==> src/hdl/i2c_mbc_pkg.sv <==
`timescale 1ns / 1ps
// ----------------------------------------------------------------------------
// i2c_mbc_pkg
// Shared types, constants and the phase table of the byte-level I2C master.
// ----------------------------------------------------------------------------
package i2c_mbc_pkg;

  localparam int unsigned DelayW = 16;
  localparam int unsigned IdxW   = 5;

  localparam logic [DelayW-1:0] DEFAULT_DELAY = 16'd32;

  typedef enum logic [2:0] {
    CMD_IDLE      = 3'd0,
    CMD_START     = 3'd1,
    CMD_STOP      = 3'd2,
    CMD_WRITE     = 3'd3,
    CMD_READ_ACK  = 3'd4,
    CMD_READ_NACK = 3'd5
  } cmd_t;

  // one pin phase: which line moves, its new level, and whether SDA is sampled
  typedef struct packed {
    logic is_sda;
    logic level;
    logic samples;
  } phase_t;

  function automatic logic [IdxW-1:0] phase_count(input cmd_t cmd);
    logic [IdxW-1:0] cnt;
    case (cmd)
      CMD_START:     cnt = 5'd4;
      CMD_STOP:      cnt = 5'd3;
      CMD_WRITE:     cnt = 5'd28;
      CMD_READ_ACK,
      CMD_READ_NACK: cnt = 5'd22;
      default:       cnt = 5'd0;
    endcase
    return cnt;
  endfunction

  function automatic phase_t phase_act(input cmd_t cmd, input logic [IdxW-1:0] idx,
                                       input logic [7:0] shift);
    phase_t p;
    p = '{is_sda: 1'b0, level: 1'b1, samples: 1'b0};
    case (cmd)
      CMD_START: begin
        case (idx)
          5'd0:    p = '{is_sda: 1'b1, level: 1'b1, samples: 1'b0};
          5'd1:    p = '{is_sda: 1'b0, level: 1'b1, samples: 1'b0};
          5'd2:    p = '{is_sda: 1'b1, level: 1'b0, samples: 1'b0};
          5'd3:    p = '{is_sda: 1'b0, level: 1'b0, samples: 1'b0};
          default: p = '{is_sda: 1'b0, level: 1'b1, samples: 1'b0};
        endcase
      end
      CMD_STOP: begin
        case (idx)
          5'd0:    p = '{is_sda: 1'b1, level: 1'b0, samples: 1'b0};
          5'd1:    p = '{is_sda: 1'b0, level: 1'b1, samples: 1'b0};
          5'd2:    p = '{is_sda: 1'b1, level: 1'b1, samples: 1'b0};
          default: p = '{is_sda: 1'b0, level: 1'b1, samples: 1'b0};
        endcase
      end
      CMD_WRITE: begin
        // three phases per data bit, msb first, then the ack slot
        case (idx)
          5'd0, 5'd3, 5'd6, 5'd9, 5'd12, 5'd15, 5'd18, 5'd21, 5'd24:
                   p = '{is_sda: 1'b0, level: 1'b0, samples: 1'b0};
          5'd1:    p = '{is_sda: 1'b1, level: shift[7], samples: 1'b0};
          5'd4:    p = '{is_sda: 1'b1, level: shift[6], samples: 1'b0};
          5'd7:    p = '{is_sda: 1'b1, level: shift[5], samples: 1'b0};
          5'd10:   p = '{is_sda: 1'b1, level: shift[4], samples: 1'b0};
          5'd13:   p = '{is_sda: 1'b1, level: shift[3], samples: 1'b0};
          5'd16:   p = '{is_sda: 1'b1, level: shift[2], samples: 1'b0};
          5'd19:   p = '{is_sda: 1'b1, level: shift[1], samples: 1'b0};
          5'd22:   p = '{is_sda: 1'b1, level: shift[0], samples: 1'b0};
          5'd2, 5'd5, 5'd8, 5'd11, 5'd14, 5'd17, 5'd20, 5'd23:
                   p = '{is_sda: 1'b0, level: 1'b1, samples: 1'b0};
          5'd25:   p = '{is_sda: 1'b1, level: 1'b1, samples: 1'b0};
          5'd26:   p = '{is_sda: 1'b0, level: 1'b1, samples: 1'b1};
          default: p = '{is_sda: 1'b0, level: 1'b0, samples: 1'b0};
        endcase
      end
      CMD_READ_ACK, CMD_READ_NACK: begin
        if (idx == 5'd0) begin
          p = '{is_sda: 1'b1, level: 1'b1, samples: 1'b0};
        end else if (idx <= 5'd16) begin
          // odd phases pull scl low, even phases release it and sample
          p = '{is_sda: 1'b0, level: ~idx[0], samples: ~idx[0]};
        end else begin
          case (idx)
            5'd17:   p = '{is_sda: 1'b0, level: 1'b0, samples: 1'b0};
            5'd18:   p = '{is_sda: 1'b1, level: (cmd != CMD_READ_ACK), samples: 1'b0};
            5'd19:   p = '{is_sda: 1'b0, level: 1'b1, samples: 1'b0};
            5'd20:   p = '{is_sda: 1'b0, level: 1'b0, samples: 1'b0};
            default: p = '{is_sda: 1'b1, level: 1'b1, samples: 1'b0};
          endcase
        end
      end
      default: p = '{is_sda: 1'b0, level: 1'b1, samples: 1'b0};
    endcase
    return p;
  endfunction

endpackage

==> src/hdl/i2c_master_byte_controller.sv <==
`timescale 1ns / 1ps
// a request is taken into the input register and, after one step of the bus sequencer,
// is loaded into the result register, which holds it while out_ready is low
// throughput: one request per cycle unless out_ready stalls; each is one bus step
// reset: synchronous active-low rst_n clears the sequencer, releases both lines
// and empties the input and result registers
// ----------------------------------------------------------------------------
// i2c_master_byte_controller
// Byte-level open-drain I2C master: start, stop, byte write and byte read.
// ----------------------------------------------------------------------------
module i2c_master_byte_controller
  import i2c_mbc_pkg::*;
(
  input  logic        clk,
  input  logic        rst_n,

  input  logic        cfg_wr_en,
  input  logic [15:0] cfg_wr_data,

  input  logic        in_valid,
  output logic        in_ready,
  input  logic [2:0]  in_kind,
  input  logic [7:0]  in_tx_byte,
  input  logic        in_sda_in,

  output logic        out_valid,
  input  logic        out_ready,
  output logic        out_scl_out,
  output logic        out_sda_out,
  output logic        out_ready_res,
  output logic        out_done_res,
  output logic        out_ack_received,
  output logic [7:0]  out_read_data
);

  logic [DelayW-1:0] phase_delay_r;

  // input register
  logic       s1_valid_r;
  logic [2:0] s1_kind_r;
  logic [7:0] s1_tx_r;
  logic       s1_sda_r;

  // sequencer state
  cmd_t              cmd_r, cmd_nxt;
  logic [IdxW-1:0]   idx_r, idx_nxt;
  logic [DelayW-1:0] timer_r, timer_nxt;
  logic [7:0]        shift_r, shift_nxt;
  logic              scl_r, scl_nxt;
  logic              sda_r, sda_nxt;
  logic              ack_r, ack_nxt;
  logic              done_pulse_r, done_pulse_nxt;
  logic [7:0]        read_byte_r, read_byte_nxt;

  // result register
  logic       out_valid_r;
  logic       res_scl_r, res_sda_r, res_ready_r, res_done_r, res_ack_r;
  logic [7:0] res_rd_r;

  logic              advance;
  logic              idle;
  logic [DelayW-1:0] delay_w;
  logic              res_scl_nxt, res_sda_nxt;

  assign advance  = s1_valid_r && (!out_valid_r || out_ready);
  assign in_ready = !s1_valid_r || advance;
  assign idle     = (cmd_r == CMD_IDLE);
  assign delay_w  = (phase_delay_r == '0) ? DEFAULT_DELAY : phase_delay_r;

  always_comb begin
    cmd_t            cmd_a;
    logic [IdxW-1:0] idx_a;
    logic [IdxW-1:0] idx_inc;
    logic [DelayW-1:0] timer_a;
    logic [7:0]      shift_a;
    logic            scl_a, sda_a;
    phase_t          act_a, act_b, act_c;

    cmd_a   = cmd_r;
    idx_a   = idx_r;
    timer_a = timer_r;
    shift_a = shift_r;
    scl_a   = scl_r;
    sda_a   = sda_r;

    // take a new command and enter its first phase
    if (idle && (s1_kind_r inside {CMD_START, CMD_STOP, CMD_WRITE, CMD_READ_ACK,
                                   CMD_READ_NACK})) begin
      cmd_a   = cmd_t'(s1_kind_r);
      idx_a   = '0;
      shift_a = (cmd_t'(s1_kind_r) == CMD_WRITE) ? s1_tx_r : 8'd0;
      act_a   = phase_act(cmd_a, idx_a, shift_a);
      if (act_a.is_sda) sda_a = act_a.level;
      else              scl_a = act_a.level;
      timer_a = delay_w;
    end else begin
      act_a = '0;
    end

    cmd_nxt        = cmd_a;
    idx_nxt        = idx_a;
    timer_nxt      = timer_a;
    shift_nxt      = shift_a;
    scl_nxt        = scl_a;
    sda_nxt        = sda_a;
    ack_nxt        = ack_r;
    done_pulse_nxt = 1'b0;
    read_byte_nxt  = read_byte_r;
    idx_inc        = idx_a + 5'd1;
    act_b          = phase_act(cmd_a, idx_a, shift_a);
    act_c          = '0;

    if (cmd_a != CMD_IDLE) begin
      if (timer_a <= 16'd1) begin
        if (act_b.samples) begin
          if (cmd_a == CMD_WRITE) ack_nxt = ~s1_sda_r;
          else                    shift_nxt = {shift_a[6:0], s1_sda_r};
        end
        if (idx_inc >= phase_count(cmd_a)) begin
          if (cmd_a == CMD_READ_ACK || cmd_a == CMD_READ_NACK) read_byte_nxt = shift_nxt;
          cmd_nxt        = CMD_IDLE;
          idx_nxt        = '0;
          timer_nxt      = '0;
          done_pulse_nxt = 1'b1;
        end else begin
          idx_nxt = idx_inc;
          act_c   = phase_act(cmd_a, idx_inc, shift_nxt);
          if (act_c.is_sda) sda_nxt = act_c.level;
          else              scl_nxt = act_c.level;
          timer_nxt = delay_w;
        end
      end else begin
        timer_nxt = timer_a - 16'd1;
      end
    end

    // line levels of this cycle are those after a new command is taken
    res_scl_nxt = scl_a;
    res_sda_nxt = sda_a;
  end

  always_ff @(posedge clk) begin
    if (!rst_n) begin
      phase_delay_r <= '0;
      s1_valid_r    <= 1'b0;
      out_valid_r   <= 1'b0;
      cmd_r         <= CMD_IDLE;
      idx_r         <= '0;
      timer_r       <= '0;
      shift_r       <= '0;
      scl_r         <= 1'b1;
      sda_r         <= 1'b1;
      ack_r         <= 1'b0;
      done_pulse_r  <= 1'b0;
      read_byte_r   <= '0;
    end else begin
      if (cfg_wr_en) phase_delay_r <= cfg_wr_data;
      s1_valid_r  <= (in_valid && in_ready) || (s1_valid_r && !advance);
      out_valid_r <= advance || (out_valid_r && !out_ready);
      if (advance) begin
        cmd_r        <= cmd_nxt;
        idx_r        <= idx_nxt;
        timer_r      <= timer_nxt;
        shift_r      <= shift_nxt;
        scl_r        <= scl_nxt;
        sda_r        <= sda_nxt;
        ack_r        <= ack_nxt;
        done_pulse_r <= done_pulse_nxt;
        read_byte_r  <= read_byte_nxt;
      end
    end
  end

  always_ff @(posedge clk) begin
    if (in_valid && in_ready) begin
      s1_kind_r <= in_kind;
      s1_tx_r   <= in_tx_byte;
      s1_sda_r  <= in_sda_in;
    end
    if (advance) begin
      res_scl_r   <= res_scl_nxt;
      res_sda_r   <= res_sda_nxt;
      res_ready_r <= idle;
      res_done_r  <= done_pulse_r;
      res_ack_r   <= ack_nxt;
      res_rd_r    <= read_byte_nxt;
    end
  end

  assign out_valid        = out_valid_r;
  assign out_scl_out      = res_scl_r;
  assign out_sda_out      = res_sda_r;
  assign out_ready_res    = res_ready_r;
  assign out_done_res     = res_done_r;
  assign out_ack_received = res_ack_r;
  assign out_read_data    = res_rd_r;

`ifndef SYNTHESIS
  a_idle_timer_clear: assert property (@(posedge clk) disable iff (!rst_n)
    (cmd_r == CMD_IDLE) |-> (timer_r == '0))
    else $error("timer running while sequencer idle");

  a_done_when_idle: assert property (@(posedge clk) disable iff (!rst_n)
    done_pulse_r |-> (cmd_r == CMD_IDLE))
    else $error("done pulse while a command is active");

  a_idx_in_range: assert property (@(posedge clk) disable iff (!rst_n)
    (cmd_r != CMD_IDLE) |-> (idx_r < phase_count(cmd_r)))
    else $error("phase index beyond command length");

  a_step_reaches_output: assert property (@(posedge clk) disable iff (!rst_n)
    advance |=> out_valid_r)
    else $error("processed request lost before result register");
`endif

endmodule

==> config.mk <==
export PLATFORM = sky130hd
export DESIGN_NAME = i2c_master_byte_controller
export DESIGN_NICKNAME = d
export VERILOG_FILES = /design/src/hdl/i2c_mbc_pkg.sv /design/src/hdl/i2c_master_byte_controller.sv
export SDC_FILE = /design/constraint.sdc
export NUM_CORES = 1
export LEC_CHECK = 0
export BUFFER_PORTS_ARGS = -buffer_cell sky130_fd_sc_hd__buf_4
export CAP_MARGIN = 10
export CORE_ASPECT_RATIO = 1.1
export CORE_UTILIZATION = 50
export DETAILED_ROUTE_END_ITERATION = 10
export PLACE_DENSITY = 0.66
export SYNTH_ARGS = -nofsm -noshare
export SYNTH_HDL_FRONTEND = slang
export SYNTH_SLANG_ARGS = --single-unit
==> constraint.sdc <==
create_clock -name clk -period 6.35 [get_ports clk]
set_clock_uncertainty 0.2 [all_clocks]
set_input_delay 1.27 -clock clk [delete_from_list [all_inputs] [get_ports clk]]
set_output_delay 1.27 -clock clk [all_outputs]
set_load 0.01 [all_outputs]
==> results of run 1 <==
stage by stage:
stage                     setup slack (ps)  hold slack [ps]
after floorplan                       1540              209
after global placement                1280              245
after detailed placement              1060              266
after CTS                             1020              285
after global routing                   535              302
final                                  939              280
cell families (layout without fill, tap and decap cells):
| group | Yosys count | in the layout | share of synthesized area [%] |
|---|---|---|---|
| AO/OA/AOI/OAI | 203 | 203 | 24.9 |
| XOR/XNOR | 7 | 7 | 1.04 |
| adder cells (fa/ha/maj) | 12 | 12 | 2.56 |
| buffers and inverters | 72 | 97 | 5.09 |
| flip-flops | 87 | 87 | 33.9 |
| multiplexers | 50 | 50 | 8.73 |
| AND/OR/NAND/NOR | 251 | 251 | 23.7 |
where the power goes:
group | internal, W | switching (W) | leakage, nW | total, W
combinational | 0.000114 | 0.000190 | 1.66 | 0.000304
sequential | 0.000596 | 0.0000230 | 0.740 | 0.000620
clock | 0.000322 | 0.000240 | 0.152 | 0.000562
total | 0.00103 | 0.000453 | 2.55 | 0.00149
worst max-delay path: cells and delay by family, from the launching register on:
kind            cells  cell delay [ps]
compound gates      1              170
xor+xnor            1              290
fa+ha+maj           2              830
buf+inv             3              850
flops               1              570
mux                 1              410
simple gates        7             1820
how the worst min path moves through the flow:
stage / from / to / slack, ps
finish: timer_r[0] / timer_r[0] / 280
global route: done_pulse_r / out_done_res / 300
CTS: timer_r[0] / timer_r[0] / 290
detailed placement: done_pulse_r / out_done_res / 270
global placement: done_pulse_r / out_done_res / 240
floorplan: done_pulse_r / out_done_res / 210
cell type report:
type,count,area [sq um]
clock buffer,10,239
clock inverter,6,75.1
fill,1017,4830
inverter,22,83.8
multi-input combinational,523,3590
sequential,87,1990
tap,150,188
timing repair buffer,59,443
per-layer routing:
layer	wire length (um)	vias up
li1	-	2627
met3	1100	42
met2	8060	236
met5	0	-
met4	483	0
met1	7380	2687
sequential cells by signal, indices dropped and copies added, names as in the netlist:
signal / cells
out_done_res: 1
out_ready_res: 1
timer_r: 16
out_scl_out: 1
out_read_data: 8
read_byte_r: 8
done_pulse_r: 1
cmd_r: 3
ack_r: 1
scl_r: 1
out_ack_received: 1
s1_kind_r: 3
sda_r: 1
out_valid: 1
shift_r: 8
idx_r: 5
out_sda_out: 1
phase_delay_r: 16
s1_sda_r: 1
s1_valid_r: 1
s1_tx_r: 8
cells in the mapped netlist, types with 12 or more instances:
cell / number
dfxtp_1: 62
edfxtp_1: 25
a22oi_1: 13
a21oi_1: 34
mux2i_1: 40
inv_1: 20
clkbuf_1: 37
a21boi_0: 16
o21ai_0: 26
nand3_1: 22
ha_1: 12
nand2_1: 68
nor2b_1: 38
nor2_1: 34
a31oi_1: 16
==> results.yml, run 1 <==
outcome:
  status: "complete, no violations"
route:
  drt_iter0_drc: 529
  routed_wl_mm: 17.0
  avgViaCountPerCell: 6.53
  drcViolationCount: 0
  ant_nets: 0
  first_pass_iters: 5
  vias: 5592
  wl_per_cell_um: 19.9
clock_network:
  clockBufferDepth: 2
  tritoncts: "done"
  post-cts-setup-buffers: 0
  hold_buffers: 0
  clock_latency_ps: 350
  clkSlewWorstSetupHoldPaths_ps: 70
  htree_levels: 3
  clock-sinks: 87
  root_buffer: "clkbuf_16"
  cts_buffers: 9
  cts_resized: 0
cells_and_area:
  drive_above_1_share_pct: 15.4
  final_cells: 857
  fin_area_sq_mm: 0.00661
  final_common_cell: "nand2_1"
  area_growth_pct: 12.5
  num-nets-final: 747
  final_cell_mix: "nand2_1 (68), dfxtp_1 (62), buf_4 (59)"
  fin_util_pct: 57.8
  diodes: 0
logic_synthesis:
  synth_cell_type_count: 81
  synth_seq_area_share_pct: 33.9
  synth_top_area_share_pct: 21.1
  synth_area_per_cell_sq_um: 8.61
  syn_nets: 727
  synth-warning-count: 0
  ys.flop_type: "dfxtp_1"
  postSynthCellCount: 682
  async_flop_share_pct: 0
  synth_area_sq_mm: 0.00587
  yosys.area.top_type: "dfxtp_1"
  ys_seq_elements: 87
  yosys-top-cells-area: "dfxtp_1 (21%), edfxtp_1 (13%), mux2i_1 (6.8%)"
  synth_edf_count: 25
sta:
  period_share_pct: 85.2
  hold_viol: 0
  finalSetupViolCount: 0
  rsz0062_at_grt: "no"
  slew-limit-headroom_pct: 27.2
  fin_tns_setup_ps: 0
  period_minus_slack_ps: 5410
  worstMarginPinSlew_ps: 1090
  clock.fmax_mhz: 185
  slew_violations: 0
placed_design:
  portBuffers: 47
  place_hpwl_mm: 11.8
  place_inst: 841
  gp_congestion: 0.890
  placed_area_sq_mm: 0.00629
setup_path:
  crit_arrival_ps: 5310
  critPathLaunchType: "flop"
  reg2reg_to: "out_read_data[7]"
  required_ps: 6250
  worstRegToRegCells: 15
  criticalPathCategory: "reg2reg"
  crit_path_end_kind: "flop"
  startpoint: "cmd_r[2]"
  crit_fanout: 24
  cpMostUsedCell: "nand2_1"
  crit_end: "out_read_data[7]"
  cp_cell_sequence: "or3_4, clkinv_2, nand3_2, nand2_1, inv_1, ha_1, nand3_1, xnor2_1, nand2_1, inv_1, ha_1, a211o_1, nand2_1, nor3_2, mux2_2"
  r2r_setup_slack_ps: 940
  r2r-start: "cmd_r[2]"
  critical-path-slowest-cell: "nor3_2"
  slowest_delay_ps: 600
power_and_ir_drop:
  peakVddDrop_uv: 143
  powerDensity_mw_per_mm2: 225
  totalPowerFinal_w: 0.00149
  p_leak_nw: 2.55
worst_hold_path:
  hp-class: "reg2reg"
  whs_path_depth: 2
floorplanning:
  core_sq_mm: 0.0114
  rows: 41
  die_x_um: 105
  die_h_um: 116
  dieArea_sq_mm: 0.0122
  pin_count: 48
  initial_core_util_pct: 51.3
grt:
  antenna_found_initial: 0
  overflow: 0
  grt_max_degree: 62
  track_usage_pct: 28.4
  grt_pass1_vias: 5139
  globalRouteMet1Util_pct: 36.9
  met3_usage_pct: 4.61
  grtUsageMet2_pct: 47.1
  top_usage_layer: "met2"
  grt_pass1_wl_mm: 26.9
run:
  drv_cap: 0
Power figures use the tool's default switching activity.
==> run 2: changes to the inputs <==
--- a/config.mk
+++ b/config.mk
@@ -5,12 +5,13 @@
 export SDC_FILE = /design/constraint.sdc
 export NUM_CORES = 1
 export LEC_CHECK = 0
+export ABC_AREA = 1
 export BUFFER_PORTS_ARGS = -buffer_cell sky130_fd_sc_hd__buf_4
 export CAP_MARGIN = 10
 export CORE_ASPECT_RATIO = 1.1
 export CORE_UTILIZATION = 50
 export DETAILED_ROUTE_END_ITERATION = 10
-export PLACE_DENSITY = 0.66
+export PLACE_DENSITY = 0.67
 export SYNTH_ARGS = -nofsm -noshare
 export SYNTH_HDL_FRONTEND = slang
 export SYNTH_SLANG_ARGS = --single-unit
==> run 2 against run 1 <==
Compared with the run above:
- critical path depth grew 5
- cell area shrank 4.9%
- via count shrank 4.0%
- highest routed layer unchanged
- clock power shrank 8.5%
- wire length shrank 17%
- area after synthesis shrank 4.3%
- final cell count grew 15%
- die area shrank 4.3%
- critical path type unchanged
==> results.yml, run 2 <==
outcome:
  status: "complete, no violations"
logic_synthesis:
  synth_cell_type_count: 45
  async_flop_share_pct: 0
  synth_top_area_share_pct: 22.1
  synthTopCellsByCount: "nand2_1 (175), inv_1 (96), a21oi_1 (71)"
  yosysMostFrequentCell: "nand2_1"
  syn_nets: 844
  synth-warning-count: 0
  ys_seq_elements: 87
  yosys.area.top_type: "dfxtp_1"
  ys.flop_type: "dfxtp_1"
  synth_area_sq_mm: 0.00562
  synth_seq_area_share_pct: 35.5
  synth_area_per_cell_sq_um: 7.03
  postSynthCellCount: 799
  yosys-top-cells-area: "dfxtp_1 (22%), edfxtp_1 (13%), nand2_1 (12%)"
  synth_edf_count: 25
sta:
  worstMarginPinSlew_ps: 988
  slew-limit-headroom_pct: 33.1
  timing.hold.ws_ps: 236
  clock.fmax_mhz: 221
  period_share_pct: 71.1
  period_minus_slack_ps: 4520
  slew_violations: 0
  hold_viol: 0
  finalSetupViolCount: 0
  rsz0062_at_grt: "no"
  fin_tns_setup_ps: 0
  fin_ws_ps: 1830
setup_path:
  critPathLaunchType: "flop"
  r2r-start: "s1_kind_r[0]"
  required_ps: 6400
  r2r_setup_slack_ps: 1830
  crit_path_end_kind: "flop"
  crit_fanout: 41
  crit_arrival_ps: 4570
  reg2reg_to: "read_byte_r[5]"
  worstRegToRegCells: 20
  criticalPathCategory: "reg2reg"
cells_and_area:
  drive_above_1_share_pct: 17.0
  reg_top3: "phase_delay_r x16, timer_r x16"
  final_common_cell: "nand2_1"
  fillerInstances: 1064
  final_cell_mix: "nand2_1 (174), inv_1 (96), a21oi_1 (71)"
  num-nets-final: 875
  area_growth_pct: 11.8
  diodes: 0
clock_network:
  clock-sinks: 87
  tritoncts: "done"
  clockBufferDepth: 2
  clock_latency_ps: 350
  cts_resized: 0
  clkSlewWorstSetupHoldPaths_ps: 70
  htree_levels: 3
  hold_buffers: 0
  root_buffer: "clkbuf_16"
  cts_buffers: 9
  post-cts-setup-buffers: 0
route:
  routed_wl_mm: 14.2
  ant_nets: 0
  drt_iter0_drc: 210
  first_pass_iters: 4
  vias: 5370
  drcViolationCount: 0
  wl_per_cell_um: 14.4
  avgViaCountPerCell: 5.47
floorplanning:
  core_sq_mm: 0.0109
  rows: 40
  die_x_um: 103
  die_h_um: 113
  initial_core_util_pct: 51.5
  pin_count: 48
  dieArea_sq_mm: 0.0117
power_and_ir_drop:
  p_leak_nw: 2.81
  peakVddDrop_uv: 169
  powerDensity_mw_per_mm2: 243
grt:
  grt_pass1_wl_mm: 23.4
  antenna_found_initial: 0
  track_usage_pct: 25.9
  grt_max_degree: 60
  grt_pass1_vias: 5051
  overflow: 0
placed_design:
  gp_congestion: 0.936
  portBuffers: 47
  place_hpwl_mm: 10.3
  dp_slack_ps: 1870
run:
  drv_cap: 0
worst_hold_path:
  hp-class: "reg2reg"
  min_from: "done_pulse_r"
  whs_path_depth: 0
  whs_endpoint: "out_done_res"
==> run 2: cell types whose count changed after synthesis, sizes merged, moves of 13 or more <==
cell	previous run	this run
a21oi	34	71
inv	20	106
a31oi	16	0
nor2b	38	0
nand3	24	51
clkbuf	37	18
o21ai	29	92
a22oi	13	0
mux2i	40	0
nor2	34	82
a21boi	17	1
nand2	68	198
==> run 2: kinds of logic (layout without fill, tap and decap cells) <==
kind of cell,after synthesis,in the layout,share of synthesized area [%]
flip-flops,87,87,35.5
AND/OR/NAND/NOR,363,363,30.6
adder cells (fa/ha/maj),12,12,2.67
AO/OA/AOI/OAI,193,193,20.2
XOR/XNOR,3,3,0.468
buffers and inverters,141,177,10.6
==> run 2: area by class of cell <==
| class | count | area, sq um | share of cell area (%) |
|---|---|---|---|
| inverters | 111 | 418 | 6.65 |
| repair buffers | 50 | 375 | 5.97 |
| well taps | 147 | 184 | 2.93 |
| clock buffers | 9 | 225 | 3.58 |
| flip-flops and latches | 87 | 1990 | 31.7 |
| clock inverters | 7 | 56.3 | 0.896 |
| multi-input cells | 571 | 3030 | 48.3 |
==> run 2: power breakdown <==
group,leakage [nW],internal (W),switching [W]
registers,0.747,0.000608,0.0000205
logic,1.93,0.000126,0.000259
clock network,0.142,0.000270,0.000244
total,2.81,0.00100,0.000524
==> run 2: worst max path at each step <==
stage | depth (start not counted) | to | startpoint | slack, ps
after floorplan | 20 | out_read_data[5] | s1_kind_r[0] | 2860
after global placement | 22 | scl_r | s1_kind_r[0] | 2120
after detailed placement | 20 | read_byte_r[5] | s1_kind_r[0] | 1870
after CTS | 20 | read_byte_r[5] | s1_kind_r[0] | 1860
after global routing | 21 | read_byte_r[6] | s1_kind_r[2] | 1330
final | 20 | read_byte_r[5] | s1_kind_r[0] | 1830
==> run 2: critical path: stages (launching register included) <==
cell	delay, ps
edfxtp_1	440
o21bai_1	190
nand2_2	120
nand2_4	400
nand2_1	210
inv_1	280
ha_1	270
nand4_1	150
nand2_1	130
nand2_1	260
ha_1	430
nand2_1	80
o21a_1	180
nand3_1	110
inv_1	130
nor3_4	250
inv_2	200
nand2_2	110
o21ai_2	60
o21ai_1	120
inv_1	60
==> run 2: per-layer routing <==
layer  up-vias  global-route usage [%]  wire, um
met5         -                       0         0
met4         0                    12.5       497
met3        36                    4.57       521
met2       128                    46.2      7350
met1      2499                    29.4      5810
li1       2707                       -         -
==> run 2: stage by stage <==
step | instance area (sq um) | total power (W) | std cells | util [%]
after floorplan | 5620 | 0.000937 | 799 | -
after global placement | 6000 | 0.00101 | 966 | 55.0
after detailed placement | 6000 | 0.00102 | 966 | 55.0
after CTS | 6280 | 0.00153 | 982 | 57.6
after global routing | 6280 | 0.00161 | 982 | 57.6
final | 6280 | 0.00153 | 982 | 57.6
==> run 3: changes to the inputs <==
--- a/config.mk
+++ b/config.mk
@@ -11,7 +11,7 @@
 export CORE_ASPECT_RATIO = 1.1
 export CORE_UTILIZATION = 50
 export DETAILED_ROUTE_END_ITERATION = 10
-export PLACE_DENSITY = 0.67
+export PLACE_DENSITY = 0.69
 export SYNTH_ARGS = -nofsm -noshare
 export SYNTH_HDL_FRONTEND = slang
 export SYNTH_SLANG_ARGS = --single-unit
==> constraint.sdc (replaced) <==
create_clock -name clk -period 3.6 [get_ports clk]
set_clock_uncertainty 0.2 [all_clocks]
set_input_delay 0.72 -clock clk [delete_from_list [all_inputs] [get_ports clk]]
set_output_delay 0.72 -clock clk [all_outputs]
set_load 0.01 [all_outputs]
==> run 3 against run 2 <==
Compared with the run above:
- critical path depth rose by 2
- flip-flop and latch count is the same
- sequential power grew 76%
- register-to-register slack got worse by 1600 ps
- global-route usage up 1.7 points
- via count rose by 1.2%
- hold slack worse by 0.76 ps
- die area stayed put
- highest routed layer unchanged
==> results.yml, run 3 (synthesis results as in run 2) <==
placed_design:
  portBuffers: 47
  place_inst: 981
  placed_area_sq_mm: 0.00613
  place_hpwl_mm: 11.0
  dp_slack_ps: 48.0
  gp_congestion: 0.956
setup_path:
  critPathLaunchType: "flop"
  startpoint: "s1_kind_r[2]"
  required_ps: 3640
  crit_arrival_ps: 3430
  crit_path_end_kind: "flop"
  cp_cell_sequence: "o21bai_1, nand2_2, nand2_4, nand2_2, inv_1, ha_2, nand3_2, nor2_2, nand2_1, nand2_1, ha_1, a21oi_1, o21a_1, nand3_2, inv_2, nand2_4, nor2_8, inv_2, nor2_1, nand2_1, nand3_1, nand2_1"
  critical-path-slowest-cell: "edfxtp_1"
  slowest_delay_ps: 440
  crit_fanout: 10
  r2r-start: "s1_kind_r[2]"
  cpMostUsedCell: "nand2_1"
  criticalPathCategory: "reg2reg"
cells_and_area:
  reg_top3: "phase_delay_r x16, timer_r x16"
  final_cells: 1000
  fin_area_sq_mm: 0.00646
  final_common_cell: "nand2_1"
  fin_util_pct: 59.3
  area_growth_pct: 15.1
  drive_above_1_share_pct: 19.9
  num-nets-final: 893
  diodes: 0
  final_cell_mix: "nand2_1 (171), inv_1 (94), a21oi_1 (71)"
floorplanning:
  dieArea_sq_mm: 0.0117
  core_sq_mm: 0.0109
  pin_count: 48
  die_h_um: 113
  rows: 40
  initial_core_util_pct: 51.5
  die_x_um: 103
power_and_ir_drop:
  p_leak_nw: 2.90
  peakVddDrop_uv: 253
  powerDensity_mw_per_mm2: 424
route:
  wl_per_cell_um: 15.2
  drcViolationCount: 0
  wl_met3_um: 566
  m1WireLength_mm: 6.10
  routed_wl_mm: 15.2
  top_layer: "met4"
  wl_met2_mm: 7.99
  first_pass_iters: 5
  ant_nets: 0
  avgViaCountPerCell: 5.44
  vias: 5435
  drt_iter0_drc: 284
clock_network:
  clockBufferDepth: 2
  clock_latency_ps: 350
  htree_levels: 3
  cts_buffers: 9
  hold_buffers: 0
  root_buffer: "clkbuf_16"
  tritoncts: "done"
  clkSlewWorstSetupHoldPaths_ps: 70
  clock-sinks: 87
sta:
  fin_tns_setup_ps: 0
  clock.fmax_mhz: 295
  worstMarginPinSlew_ps: 938
  period_minus_slack_ps: 3390
  slew-limit-headroom_pct: 36.5
  fin_ws_ps: 214
  hold_viol: 0
  period_share_pct: 94.1
  finalSetupViolCount: 0
  slew_violations: 0
grt:
  grt_pass1_vias: 5202
  track_usage_pct: 27.6
  grt_pass1_wl_mm: 24.6
  overflow: 0
  grt_max_degree: 59
  antenna_found_initial: 0
outcome:
  status: "complete, no violations"
run:
  drv_cap: 0
worst_hold_path:
  hp-class: "reg2reg"
  min_from: "done_pulse_r"
-- run 3: changes by cell type in the layout (fill, tap and decap cells not counted), sizes merged --
cell	before	now
buf	50	67
clkinv	10	9
clkbuf	9	10
clkinvlp	0	1
-- run 3: per-stage QoR --
step	hold slack, ps	total power (W)
floorplan	209	0.00165
global placement	212	0.00183
detailed placement	225	0.00184
CTS	237	0.00274
global route	256	0.00288
finish	235	0.00274
-- run 3: timing repair --
action	CTS	global route
setup endpoints to repair	0	38
buffers inserted	0	2
gates resized for setup	0	16
-- run 3: layer usage --
metal / global-route usage [%] / vias up
li1: - / 2759
met1: 30.5 / 2486
met2: 50.8 / 150
met3: 3.71 / 40
met4: 13.9 / 0
met5: 0 / -
-- run 3: final timing paths --
kind | endpoint | cells past startpoint | slack [ps]
worst max-delay path | scl_r | 22 | 210
worst min-delay path | out_done_res | 0 | 240
worst max register to register | scl_r | 22 | 210
worst min register to register | out_done_res | 0 | 240
-- run 3: cell type report --
| cell class | instances | area, sq um |
|---|---|---|
| clock buffer | 10 | 229 |
| clock inverter | 6 | 53.8 |
| timing repair inverter | 1 | 6.26 |
| timing repair buffer | 67 | 519 |
| multi-input combinational | 571 | 3060 |
| fill | 1074 | 4450 |
| tap | 147 | 184 |
| inverter | 111 | 423 |
| sequential | 87 | 1990 |
-- run 3: worst max-delay path: cells and delay by family, from the launching register on --
family	cells	cell delay, ps
flops	1	440
buf+inv	3	260
simple gates	14	1370
compound gates	3	570
fa+ha+maj	2	470
-- run 3: report_power, final --
part / switching (W) / leakage (nW) / total [W] / internal, W
combinational: 0.000485 / 2.02 / 0.000733 / 0.000249
sequential: 0.0000357 / 0.747 / 0.00111 / 0.00107
clock: 0.000423 / 0.135 / 0.000902 / 0.000479
total: 0.000943 / 2.90 / 0.00274 / 0.00180
